--- config.mk ---
export PLATFORM = sky130hd
export DESIGN_NAME = npm_cell
export DESIGN_NICKNAME = d
export VERILOG_FILES = /design/src/rtl/nearest_point_matcher_defines.svh /design/src/rtl/npm_pkg.sv /design/src/rtl/npm_cell.sv
export SDC_FILE = /design/constraint.sdc
export NUM_CORES = 1
export LEC_CHECK = 0
export BUFFER_PORTS_ARGS = -buffer_cell sky130_fd_sc_hd__buf_2
export CAP_MARGIN = 15
export CORE_MARGIN = 2
export CORE_UTILIZATION = 36
export DETAILED_ROUTE_END_ITERATION = 10
export PLACE_DENSITY = 0.77
export SYNTH_ARGS = -nofsm -noshare
export SYNTH_HDL_FRONTEND = slang
export SYNTH_SLANG_ARGS = --single-unit
--- constraint.sdc ---
create_clock -name clk -period 2.2 [get_ports clk]
set_input_delay 0.33 -clock clk [delete_from_list [all_inputs] [get_ports clk]]
set_output_delay 0.33 -clock clk [all_outputs]
set_load 0.005 [all_outputs]
--- src/rtl/nearest_point_matcher_defines.svh ---
// ----------------------------------------------------------------------------
// nearest point matcher assertion macros
// shared concurrent assertion forms, sampled on clk, off during reset
// ----------------------------------------------------------------------------
`ifndef NEAREST_POINT_MATCHER_DEFINES_SVH
`define NEAREST_POINT_MATCHER_DEFINES_SVH

// condition holds at every edge out of reset
`define NPM_ASSERT_ALWAYS(lbl, cond, msg) \
  lbl: assert property (@(posedge clk) disable iff (!rst_n) (cond)) else $error(msg);

// antecedent at one edge implies consequent at the next
`define NPM_ASSERT_NEXT(lbl, ante, cons, msg) \
  lbl: assert property (@(posedge clk) disable iff (!rst_n) (ante) |=> (cons)) else $error(msg);

`endif

--- src/rtl/npm_pkg.sv ---
// ----------------------------------------------------------------------------
// npm_pkg
// types and constants shared by the nearest point matcher modules
// ----------------------------------------------------------------------------
package npm_pkg;

  localparam int MAX_REFS    = 1024;
  localparam int COORD_BITS  = 20;
  localparam int ID_W        = 16;
  localparam int CNT_W       = $clog2(MAX_REFS + 1);
  localparam int SQ_W        = 2 * COORD_BITS;
  localparam int DIST_W      = SQ_W + 1;
  localparam int IN_FIELDS_W = 2 * COORD_BITS + ID_W;
  localparam int IN_DATA_W   = ((IN_FIELDS_W + 7) / 8) * 8;
  localparam int OUT_FIELDS_W = ID_W + 2 * COORD_BITS + DIST_W;
  localparam int OUT_DATA_W  = ((OUT_FIELDS_W + 7) / 8) * 8;

  typedef enum logic [1:0] {
    CMD_CLEAR = 2'd0,
    CMD_LOAD  = 2'd1,
    CMD_QUERY = 2'd2,
    CMD_NOP   = 2'd3
  } cmd_t;

  typedef enum logic [1:0] {
    ST_IDLE,
    ST_SCAN,
    ST_DRAIN,
    ST_HOLD
  } state_t;

  typedef struct packed {
    logic [ID_W-1:0]       id;
    logic [COORD_BITS-1:0] y;
    logic [COORD_BITS-1:0] x;
  } point_t;

  typedef struct packed {
    logic   valid;
    logic   first;
    point_t pt;
  } feed_t;

  typedef struct packed {
    logic              busy;
    point_t            pt;
    logic [DIST_W-1:0] dist_sq;
  } best_t;

  typedef struct packed {
    logic              found;
    point_t            pt;
    logic [DIST_W-1:0] dist_sq;
    logic              full;
  } result_t;

endpackage

--- src/rtl/npm_cell.sv ---
// ----------------------------------------------------------------------------
// npm_cell
// one reference point slot of the rotating store chain
// ----------------------------------------------------------------------------
module npm_cell (
  input  logic            clk,
  input  logic            load_en,
  input  logic            shift_en,
  input  logic            wrap_sel,
  input  npm_pkg::point_t load_pt,
  input  npm_pkg::point_t nbr_pt,
  input  npm_pkg::point_t head_pt,
  output npm_pkg::point_t pt
);

  npm_pkg::point_t pt_r;

  always_ff @(posedge clk) begin
    if (load_en) begin
      pt_r <= load_pt;
    end else if (shift_en) begin
      pt_r <= wrap_sel ? head_pt : nbr_pt;
    end
  end

  assign pt = pt_r;

endmodule

# Word-level counts from Yosys, hierarchy flattened
# Index checks and enable logic that the tools add are counted.
# classes
mux,3
reduce_logical,1
# op_table
cell,n
56-bit two-way mux,3
2-bit nonzero test,1
# word_totals
reg_bits,56
output_inout_bits,56

# Logic depth before layout (Yosys ltp)
# Gate-level depths: netlist of the first run.
# depth
word_depth,3
depth_mapped,4
ltp_nobuf,2

# Worst setup path before layout of the first run
# Ideal clock, no wire load.
# synth_timing
path_kind,input to register
from,input load_en
to,"register pt_r (netlist bit pt[0]), enable pin"
setup_ns,0.417
t_arrival_ns,1.755
required_time_ns,1.783
slack_ns,0.028
stages,2
n_path_buf,1
cell_sequence,buf_2 or2_1
# synth_via
elab_chain_len,1
# synth_lines
item,line_no,source
from (decl),npm_cell.sv:7,"input logic load_en,"
2-bit nonzero test (no line),--,
to (signal assigned),npm_cell.sv:20,pt_r <= load_pt;
to (signal assigned),npm_cell.sv:22,pt_r <= wrap_sel ? head_pt : nbr_pt;
to (decl),npm_cell.sv:16,npm_pkg::point_t pt_r;
# No other way between the ends.
# A chain may end at the register's enable or synchronous reset.

# Worst setup path in the final report of the first run
# layout_timing
from,input load_en
to,"register pt_r (netlist bit pt[42]), enable pin"
# The elaborated chain is that of the path after synthesis.

==> results of run 1 <==
[per-stage QoR]
step                cell area (um2)  setup slack (ns)  util (%)  hold WS [ns]
floorplan                      2890            0.0284         -         0.521
global placement               4060             0.456      52.3         0.615
detailed placement             4060             0.381      52.3         0.616
CTS                            4170             0.733      53.7         0.294
global route                   4170             0.631      53.7         0.297
finish                         4170             0.753      53.7         0.305
[cell families (layout without fill, tap and decap cells)]
| kind of cell | after synthesis | count (layout) | share of synthesized area, % |
|---|---|---|---|
| buf+inv | 18 | 239 | 5.32 |
| compound gates | 56 | 56 | 9.69 |
| flops | 56 | 56 | 58.1 |
| simple gates | 57 | 57 | 7.48 |
| mux | 56 | 56 | 19.4 |
[final timing paths]
| kind | start | cells past startpoint | to |
|---|---|---|---|
| worst min-delay path | load_pt[53] | 3 | pt[53] |
| worst max-delay path | load_en | 3 | pt[42] |
[where the power goes]
| group | internal [mW] | switching, mW |
|---|---|---|
| Clock | 0.337 | 0.313 |
| Combinational | 0.274 | 0.240 |
| Sequential | 1.32 | 0.0283 |
[Yosys cell counts]
master,n,share of area [%]
edfxtp_1,56,58
mux2i_1,56,19
nand2_1,56,7.3
o21ai_1,46,8.0
o21ai_0,10,1.7
buf_2,8,1.4
buf_12,4,2.8
clkbuf_1,4,0.52
buf_4,1,0.26
buf_6,1,0.39
or2_1,1,0.22
[cell type report]
cell class / count / area [um2] / share of cell area, %
Clock buffer: 5 / 68.8 / 1.65
Tap cell: 102 / 128 / 3.06
Timing Repair Buffer: 231 / 1200 / 28.7
Sequential cell: 56 / 1680 / 40.3
Clock inverter: 3 / 42.5 / 1.02
Multi-Input combinational cell: 169 / 1060 / 25.3
[per-layer routing]
metal	wire, um	global-route usage, %	vias up
met5	0	0	-
met4	116	5.31	0
met3	766	4.67	9
met2	3810	30.5	150
met1	2720	16.9	1108
li1	-	-	1320
[worst max-delay path: stages]
cell    delay (ns)
buf_4         0.23
or2_2         0.59
buf_12        0.28
==> qor.yml, run 1 <==
hold_viol: 0
ir_drop_uv: 419
p_leak_nw: 2.09
synth.avg_cell_area_um2: 11.9
grt_overflow: 0
final_cell_mix: "buf_2 (225), mux2i_1 (56), nand2_1 (56), edfxtp_1 (56), o21ai_1 (46)"
io_buffer_count: 227
dp_hpwl_mm: 5.85
grt_pass1_vias: 2413
drc: 0
synth_warnings: 0
drive_above_1_share_pct: 51.7
drt-initial-drc-count: 69
power_density_nw_per_um2: 602
nets: 635
cap_viol_max_count: 0
grt_max_degree: 57
routed_wl_mm: 7.41
tns_ns: 0
critPathRequiredTime_ns: 2.21
die_y_um: 93.6
synth_cell_type_count: 11
die_x_um: 93.6
cts-root-buf: "clkbuf_8"
numPlacedInstances: 558
ys_seq_area_share_pct: 58.1
pin_count: 228
stdcell_count: 566
critPathKind: "input port to flop"
slew_headroom_pct: 56.0
antenna_found_initial: 0
synthesis.nets: 415
mostFrequentLayoutCell: "buf_2"
ant_nets: 0
first_pass_iters: 4
largest_reg_flops: 56
fillCellCount: 695
wl_per_cell_um: 13.1
hold_class: "input port to flop"
clk_pin_slew_ns: 0.09
coreArea_um2: 7770
n_antenna_cell: 0
endpoint_kind: "flop"
hold_buffers: 0
numCtsBuffers: 5
syn_area_um2: 2890
fmax_ghz: 0.691
cts_buffer_depth: 2
syn_inst: 243
path_max_fanout: 30
dr_total_vias: 2587
start_util_pct: 37.2
setup_viol: 0
rsz0062_at_grt: "false"
fin_crit_sh_pct: 65.8
slew_violations: 0
syn2layout_area_growth_pct: 44.3
crit_arrival_ns: 1.46
cts.sinks: 56
grt_pass1_wl_mm: 10.9
start_kind: "input port"
cts_resized: 0
worst_pin_slew_ns: 0.659
grt_usage_pct: 16.1
cts_tree: "built"
cts-htree-levels: 2
viasPerCell: 4.57
status: "finished clean"
cts_setup_buffers: 0
rows: 32
gp_congestion: 0.753
ys_ff_latch: 56
finalPower_mw: 2.51
period_minus_slack_ns: 1.45
dieArea_um2: 8770
(Power assumes the default switching activity.)
==> run 2: changes to the inputs <==
clock period = 1.3 ns   (was 2.2 ns; I/O delays follow)
==> run 2 against run 1 <==
Compared with the run above: worst setup slack worse by 0.48 ns; power up 61%; combinational power is 72% higher; sequential share of layout area unchanged; largest power group unchanged; wire length decreased by 0.40%; utilization did not move; critical path depth decreased by 2; sequential power grew 69%; cell count unchanged; die area is the same; clock power rose by 34%.
==> qor.yml, run 2 (synthesis results as in run 1) <==
cts-htree-levels: 2
cts_resized: 0
p_leak_nw: 2.09
die_y_um: 93.6
cp_cell_sequence: "buf_2"
setup_viol: 0
finalPower_mw: 4.03
slowest_delay_ns: 0.39
fmax_ghz: 0.976
dieArea_um2: 8770
pin_count: 228
cts_setup_buffers: 0
nets: 636
final_area_um2: 4170
status: "finished clean"
antenna_found_initial: 0
grt_pass1_wl_mm: 10.8
numPlacedInstances: 559
path_max_fanout: 1
viasPerCell: 4.58
crit_arrival_ns: 0.83
hold_viol: 0
grt_max_degree: 63
syn2layout_area_growth_pct: 44.3
fin_crit_sh_pct: 78.8
dr_total_vias: 2590
first_pass_iters: 4
mostFrequentLayoutCell: "buf_2"
clkPwrFrac_pct: 21.6
seq_area_um2: 1680
ir_drop_uv: 449
drt-initial-drc-count: 46
grt_overflow: 0
cts.sinks: 56
slew_violations: 0
switching_power_mw: 0.969
coreArea_um2: 7770
cp_top_family: "flip-flops"
clk_pin_slew_ns: 0.10
power_frac_comb_pct: 22.0
gp_congestion: 0.749
rsz0062_at_grt: "false"
drive_above_1_share_pct: 51.3
numCtsBuffers: 5
stdcell_count: 566
grt_pass1_vias: 2510
placed_area_um2: 4100
hold_buffers: 0
slew_headroom_pct: 49.8
start_util_pct: 37.2
swShare_pct: 24.0
cap_viol_max_count: 0
fillCellCount: 694
drc: 0
slowest_stage: "edfxtp_1"
path_buf_inv: 1
power_frac_seq_pct: 56.5
cts-root-buf: "clkbuf_8"
final_cell_mix: "buf_2 (225), mux2i_1 (56), nand2_1 (56), edfxtp_1 (56), o21ai_1 (46)"
rows: 32
hold_class: "input port to flop"
critPathRequiredTime_ns: 1.11
n_antenna_cell: 0
cts_tree: "built"
power_density_nw_per_um2: 967
period_minus_slack_ns: 1.02
grt_usage_pct: 15.8
ant_nets: 0
start_kind: "flop"
endpoint_kind: "output port"
die_x_um: 93.6
cts_buffer_depth: 2
multi_input_area_um2: 1060
critPathKind: "flop to output port"
routed_wl_mm: 7.38
intPower_mw: 3.07
io_buffer_count: 227
worst_pin_slew_ns: 0.753
largest_reg_flops: 56
dp_hpwl_mm: 5.93
wl_per_cell_um: 13.0
==> run 2: changes by cell type in the layout (fill, tap and decap cells not counted), sizes merged <==
| cell | previous run | this run |
|---|---|---|
| buf | 231 | 232 |
| clkinvlp | 1 | 0 |
| bufinv | 1 | 0 |
| clkinv | 1 | 2 |
==> run 2: stage by stage <==
stage	utilization [%]	hold slack, ns	setup slack (ns)	TNS [ns]
detailed placement	52.8	0.481	-0.0137	-0.628
finish	53.7	0.169	0.276	0
global placement	52.8	0.476	0.0219	0
CTS	53.7	0.157	0.257	0
floorplan	-	0.386	0.0843	0
global route	53.7	0.165	0.233	0
==> run 2: path summary, 6_finish.rpt <==
check / startpoint / endpoint / depth (start not counted)
worst min-delay path: load_pt[11] / pt[11] / 3
worst max-delay path: pt[42] / pt[42] / 1
==> run 2: routing by layer <==
layer / track usage (%) / part of all wire [%]
met2: 30.1 / 52
met4: 5.43 / 1.5
met3: 5.48 / 10
met1: 15.9 / 36
met5: 0 / 0
==> run 2: power by group through the flow <==
stage | Sequential (mW) | Clock [mW] | Combinational [mW]
after floorplan | 2.36 | 0 | 0.340
after global placement | 2.32 | 0 | 0.873
after detailed placement | 2.32 | 0 | 0.902
after CTS | 2.28 | 0.899 | 0.903
after global routing | 2.30 | 0.963 | 0.980
final | 2.28 | 0.870 | 0.886
==> run 2: final cells by class <==
class / instances / share of cell area [%]
timing repair buffer: 232 / 29.4
clock inverter: 2 / 0.180
sequential: 56 / 40.3
clock buffer: 5 / 1.65
tap: 102 / 3.06
multi-input combinational: 169 / 25.4
