==> src/rtl/nearest_point_matcher_defines.svh <==
// ----------------------------------------------------------------------------
// nearest point matcher assertion macros
// shared concurrent assertion forms, sampled on clk, off during reset
// ----------------------------------------------------------------------------
`ifndef NEAREST_POINT_MATCHER_DEFINES_SVH
`define NEAREST_POINT_MATCHER_DEFINES_SVH

// condition holds at every edge out of reset
`define NPM_ASSERT_ALWAYS(lbl, cond, msg) \
  lbl: assert property (@(posedge clk) disable iff (!rst_n) (cond)) else $error(msg);

// antecedent at one edge implies consequent at the next
`define NPM_ASSERT_NEXT(lbl, ante, cons, msg) \
  lbl: assert property (@(posedge clk) disable iff (!rst_n) (ante) |=> (cons)) else $error(msg);

`endif

==> src/rtl/npm_pkg.sv <==
// ----------------------------------------------------------------------------
// npm_pkg
// types and constants shared by the nearest point matcher modules
// ----------------------------------------------------------------------------
package npm_pkg;

  localparam int MAX_REFS    = 1024;
  localparam int COORD_BITS  = 20;
  localparam int ID_W        = 16;
  localparam int CNT_W       = $clog2(MAX_REFS + 1);
  localparam int SQ_W        = 2 * COORD_BITS;
  localparam int DIST_W      = SQ_W + 1;
  localparam int IN_FIELDS_W = 2 * COORD_BITS + ID_W;
  localparam int IN_DATA_W   = ((IN_FIELDS_W + 7) / 8) * 8;
  localparam int OUT_FIELDS_W = ID_W + 2 * COORD_BITS + DIST_W;
  localparam int OUT_DATA_W  = ((OUT_FIELDS_W + 7) / 8) * 8;

  typedef enum logic [1:0] {
    CMD_CLEAR = 2'd0,
    CMD_LOAD  = 2'd1,
    CMD_QUERY = 2'd2,
    CMD_NOP   = 2'd3
  } cmd_t;

  typedef enum logic [1:0] {
    ST_IDLE,
    ST_SCAN,
    ST_DRAIN,
    ST_HOLD
  } state_t;

  typedef struct packed {
    logic [ID_W-1:0]       id;
    logic [COORD_BITS-1:0] y;
    logic [COORD_BITS-1:0] x;
  } point_t;

  typedef struct packed {
    logic   valid;
    logic   first;
    point_t pt;
  } feed_t;

  typedef struct packed {
    logic              busy;
    point_t            pt;
    logic [DIST_W-1:0] dist_sq;
  } best_t;

  typedef struct packed {
    logic              found;
    point_t            pt;
    logic [DIST_W-1:0] dist_sq;
    logic              full;
  } result_t;

endpackage

==> src/rtl/npm_dist.sv <==
// ----------------------------------------------------------------------------
// npm_dist
// pipelined squared distance and running minimum over the scanned points
// ----------------------------------------------------------------------------
module npm_dist (
  input  logic                           clk,
  input  logic                           rst_n,
  input  npm_pkg::feed_t                 feed,
  input  logic [npm_pkg::COORD_BITS-1:0] qx,
  input  logic [npm_pkg::COORD_BITS-1:0] qy,
  output npm_pkg::best_t                 best
);

  logic                           v1_r, v2_r, v3_r;
  logic                           f1_r, f2_r, f3_r;
  npm_pkg::point_t                p1_r, p2_r, p3_r;
  logic [npm_pkg::COORD_BITS-1:0] dx_r, dy_r;
  logic [npm_pkg::SQ_W-1:0]       dx2_r, dy2_r;
  logic [npm_pkg::DIST_W-1:0]     sum_r;
  npm_pkg::point_t                best_pt_r;
  logic [npm_pkg::DIST_W-1:0]     best_d_r;
  logic [npm_pkg::COORD_BITS-1:0] dx_nxt, dy_nxt;

  always_comb begin
    dx_nxt = (feed.pt.x >= qx) ? (feed.pt.x - qx) : (qx - feed.pt.x);
    dy_nxt = (feed.pt.y >= qy) ? (feed.pt.y - qy) : (qy - feed.pt.y);
  end

  always_ff @(posedge clk) begin
    if (!rst_n) begin
      v1_r <= 1'b0;
      v2_r <= 1'b0;
      v3_r <= 1'b0;
    end else begin
      v1_r <= feed.valid;
      v2_r <= v1_r;
      v3_r <= v2_r;
    end
  end

  always_ff @(posedge clk) begin
    f1_r  <= feed.first;
    p1_r  <= feed.pt;
    dx_r  <= dx_nxt;
    dy_r  <= dy_nxt;
    f2_r  <= f1_r;
    p2_r  <= p1_r;
    dx2_r <= dx_r * dx_r;
    dy2_r <= dy_r * dy_r;
    f3_r  <= f2_r;
    p3_r  <= p2_r;
    sum_r <= {1'b0, dx2_r} + {1'b0, dy2_r};
    // strict compare keeps the earlier point on a tie
    if (v3_r && (f3_r || (sum_r < best_d_r))) begin
      best_d_r  <= sum_r;
      best_pt_r <= p3_r;
    end
  end

  always_comb begin
    best.busy    = v1_r | v2_r | v3_r;
    best.pt      = best_pt_r;
    best.dist_sq = best_d_r;
  end

endmodule

==> config.mk <==
export PLATFORM = sky130hd
export DESIGN_NAME = npm_dist
export DESIGN_NICKNAME = d
export VERILOG_FILES = /design/src/rtl/nearest_point_matcher_defines.svh /design/src/rtl/npm_pkg.sv /design/src/rtl/npm_dist.sv
export SDC_FILE = /design/constraint.sdc
export NUM_CORES = 2
export LEC_CHECK = 0
export ABC_CLOCK_PERIOD_IN_PS = 13500
export BUFFER_PORTS_ARGS = -buffer_cell sky130_fd_sc_hd__buf_2
export CORE_MARGIN = 2
export CORE_UTILIZATION = 59
export CTS_CLUSTER_SIZE = 10
export DETAILED_ROUTE_END_ITERATION = 10
export GPL_TIMING_DRIVEN = 0
export PLACE_DENSITY = 0.86
export SLEW_MARGIN = 10
export SYNTH_ARGS = -nofsm -noshare
export SYNTH_HDL_FRONTEND = slang
export SYNTH_SLANG_ARGS = --single-unit
==> constraint.sdc <==
create_clock -name clk -period 13.5 [get_ports clk]
set_clock_uncertainty 0.1 [all_clocks]
set_input_delay 2.7 -clock clk [delete_from_list [all_inputs] [get_ports clk]]
set_output_delay 2.7 -clock clk [all_outputs]
set_load 0.03 [all_outputs]
# Word level (Yosys, flattened, before mapping)
# Index checks and enable logic that the tools add are counted.
[classes] add_sub_neg=5 multipliers=2 magnitude_cmp=3 n_mux=2 bitwise_logic=2 n_reduce_logical=2
[ops] operator="multiplier 20 x 20 -> 40 bit" count=2
[ops] operator="subtractor 20 bit" count=4
[ops] operator="adder 40 x 40 -> 41 bit" count=1
[ops] operator="less-than comparator 41 bit" count=1
[ops] operator="greater-or-equal comparator 20 bit" count=2
[ops] operator="2-to-1 mux 20 bit" count=2
[ops] operator="bitwise OR 1 bit" count=2
[ops] operator="logical AND 1 bit" count=1
[ops] operator="logical OR 1 bit" count=1
[word_totals] ff_bits=432 in_bits=100 output_inout_bits=98 elab_cells=40

# Logic depth before layout (Yosys ltp)
[depth] ltp_word=3 depth_mapped=29 mapped_depth_nobuf=26

# Least setup slack after synthesis
# Ideal clock, no wire load.
[synth_timing] kind="register to register" startpoint="register best_d_r[1] in the netlist's numbering" endpoint="register best_pt_r (netlist bit best[41]), enable pin" setup_ns=0.585 arrival_ns=6.996 t_required_ns=12.815 path_slack_ns=5.819 stages_incl_launch_ff=12 n_path_buf=0 synth_period_minus_slack_ns=7.681 cell_sequence="edfxtp_1 > inv_1 > ha_1 > a21o_1 > a21o_1 > a21o_1 > a21o_1 > a21o_1 > a2111oi_0 > o21ai_0 > a21o_1 > a21oi_1"
[synth_via] elab_chain_cells=3
[synth_rtl] item="from (decl)" line_no="npm_dist.sv:21" source="logic [npm_pkg::DIST_W-1:0] best_d_r;"
[synth_rtl] item="from (signal assigned)" line_no="npm_dist.sv:55" source="best_d_r <= sum_r;"
[synth_rtl] item="less-than comparator 41 bit" line_no="npm_dist.sv:54" source="if (v3_r && (f3_r || (sum_r < best_d_r))) begin"
[synth_rtl] item="logical OR 1 bit" line_no="npm_dist.sv:54"
[synth_rtl] item="logical AND 1 bit" line_no="npm_dist.sv:54"
[synth_rtl] item="to (signal assigned)" line_no="npm_dist.sv:56" source="best_pt_r <= p3_r;"
[synth_rtl] item="to (decl)" line_no="npm_dist.sv:20" source="npm_pkg::point_t best_pt_r;"
# No other way between the ends.
# A chain may end at the register's enable or synchronous reset.

# Worst setup path after layout
[layout_timing] startpoint="register dy_r[8] in the netlist's numbering" endpoint="register dy2_r[37] in the netlist's numbering"
[layout_via] elab_chain_cells=1
[layout_rtl] item="from (decl)" line_no="npm_dist.sv:17" source="logic [npm_pkg::COORD_BITS-1:0] dx_r, dy_r;"
[layout_rtl] item="from (signal assigned)" line_no="npm_dist.sv:45" source="dy_r <= dy_nxt;"
[layout_rtl] item="multiplier 20 x 20 -> 40 bit" line_no="npm_dist.sv:49" source="dy2_r <= dy_r * dy_r;"
[layout_rtl] item="to (signal assigned)" line_no="npm_dist.sv:49"
[layout_rtl] item="to (decl)" line_no="npm_dist.sv:18" source="logic [npm_pkg::SQ_W-1:0] dx2_r, dy2_r;"
# No other way between the ends.

==> flow_metrics.tcl <==
set metrics [dict create \
    clock_path_buffers 3 \
    yosysUniqueCellTypes 85 \
    worstPathMaxFanout 10 \
    cts_hold_buf 0 \
    netlist.area_leader.share_pct 28.6 \
    ys_seq_area_share_pct 24.4 \
    rrSetupSlack_ns 4.73 \
    ys_warn_count 0 \
    clock_latency_ns 0.62 \
    viasPerCell 5.54 \
    final_common_cell "inv_1" \
    setup_total_negative_slack_ns 0 \
    grt_max_degree 27 \
    min_from "p1_r[8]" \
    critPathCaptureType "register" \
    grt_overflow 0 \
    io_buffer_count 197 \
    min_period_ns 8.77 \
    nets 5291 \
    track_usage_pct 27.5 \
    drv_cap 0 \
    clk_pin_slew_ns 0.06 \
    cpPeakStageDelay_ns 0.67 \
    worstRegToRegCells 25 \
    dpl.hpwl_mm 73.3 \
    synthArstFlopShare_pct 0 \
    drive_gt1_share_pct 7.91 \
    path_class "register to register" \
    timing.critical_path.slowest_stage_cell "clkbuf_1" \
    setup_violations 0 \
    grt_setup_unrepaired "no" \
    rr_endpoint "dy2_r[37]" \
    fin_ws_ns 4.73 \
    pin_count 198 \
    fin_crit_sh_pct 65.0 \
    layout_common_cells "inv_1, fa_1, ha_1" \
    grt_antenna_before_repair 5 \
    tightest_slew_ns 1.27 \
    start_util_pct 59.6 \
    vias 28100 \
    finalMaxSlewViolations 0 \
    critPathLaunchType "register" \
    relSlewSlack_pct 14.2 \
    timing.rr.start "dy_r[8]" \
    ant_nets 0 \
    rows 94 \
    synth_cells 3914 \
    coreArea_um2 65900 \
    cts_htree_levels 2 \
    startpoint "dy_r[8]" \
    synth_nets 5036 \
    cts_buffers 52 \
    ys.flop_type "dfxtp_1" \
    min_to "p2_r[8]" \
    die_x_um 262 \
    yosys.area.top_type "fa_1" \
    synth_edf_count 97 \
    grt_pass1_vias 29900 \
    die_h_um 262 \
    area_delta_synth_final_pct 9.60 \
    cts_tree "yes" \
    post_cts_buffers 0 \
    grt_pass1_wl_mm 149 \
    hold_depth 0 \
    dr.first_iter.drc_count 2199 \
    gp_congestion 0.955 \
    drc 0 \
    cts.sinks 430 \
    die_area_um2 68600 \
    arrival_ns 9.17 \
    cts_resized 0 \
    drt_wl_total_mm 91.9 \
    pre_cts_ws_ns 5.03 \
    syn_area_um2 39300 \
    synth-seq-cells 430 \
    synth.avg_cell_area_um2 10.0 \
    critical_path_required_ns 13.90 \
    fmax_mhz 114 \
    post_drt_wl_per_cell_um 18.1 \
    hold_class "register to register" \
    drtPass1Iterations 6 \
    synth.area.top_cells "fa_1, dfxtp_1, ha_1, inv_1, edfxtp_1" \
    crit_top_cell "fa_1" \
    cts-root-buf "clkbuf_16" \
    hold_viol 0 \
    status "complete, no violations" \
]
worst max path at each step:
| stage | endpoint | slack, ns |
|---|---|---|
| after floorplan | best[41] | 5.82 |
| after global placement | best[79] | 2.74 |
| after detailed placement | dy2_r[37] | 5.03 |
| after CTS | dy2_r[37] | 5.02 |
| after global routing | dy2_r[37] | 4.44 |
| final | dy2_r[37] | 4.73 |
registers in the layout, summed over array words and instances (netlist names):
name,count
v1_r,1
p3_r,56
dx_r,20
best_d_r,41
dy2_r,39
dx2_r,39
f3_r,1
f2_r,1
dy_r,20
sum_r,41
p2_r,56
v3_r,1
best,56
v2_r,1
p1_r,56
f1_r,1
area by class of cell:
cell class              instances  area [um2]
multi-input cells            2520       26100
fillers                      4970       22800
flip-flops and latches        430        9580
inverters                     844        3170
clock buffers                  88        1470
well taps                     864        1080
repair buffers                201        1070
plain buffers                 120         475
clock inverters                 9         128
diodes                          3        7.51
cells in the mapped netlist, types with 14 or more instances:
library cell and count:
a31oi_1 19, nand4_1 28, a21o_1 109, nand3_1 19, inv_1 844, a21oi_1 157, o21ai_0 82, clkbuf_1 103
edfxtp_1 97, nand2_1 322, mux2i_1 22, ha_1 460, xor2_1 66, dfxtp_1 333, fa_1 562, a211oi_1 14
nor2b_1 40, and3_1 20, o21a_1 19, and2_1 145, xnor2_1 106, nand2b_1 27, nor3_1 32, o21bai_1 14
nor2_1 108
metal layers:
layer  wire length, um  GRT usage [%]  vias to the layer above
li1                  -              -                    12800
met1             35900           35.2                    13900
met2             44800           46.2                     1177
met3              8340           6.47                      269
met4              2910           9.35                        4
met5                24              0                        -
critical path: cells and delay by family (launching register included):
kind,cells,cell delay [ns]
adder cells (fa/ha/maj),8,3.91
AO/OA/AOI/OAI,6,1.78
buffers and inverters,6,1.62
AND/OR/NAND/NOR,4,0.60
flip-flops,1,0.41
multiplexers,1,0.22
cell families after synthesis:
family | count (synthesis) | synth area share, %
adder cells (fa/ha/maj) | 1022 | 43.3
AND/OR/NAND/NOR | 785 | 9.74
AO/OA/AOI/OAI | 517 | 8.83
multiplexers | 24 | 0.618
buffers and inverters | 964 | 9.28
XOR/XNOR | 172 | 3.84
flip-flops | 430 | 24.4
metrics by stage:
step | cells | hold slack (ns) | utilization (%) | instance area (um2)
after floorplan | 3914 | 0.210 | - | 39300
after global placement | 4975 | 0.210 | 62.8 | 41300
after detailed placement | 4979 | 0.212 | 62.9 | 41400
final | 5079 | 0.221 | 65.4 | 43000
after global routing | 5078 | 0.226 | 65.3 | 43000
after CTS | 5076 | 0.220 | 65.3 | 43000
Power is not shown: default switching activity piles up to over one toggle a cycle in this logic, so the estimate is an artifact.
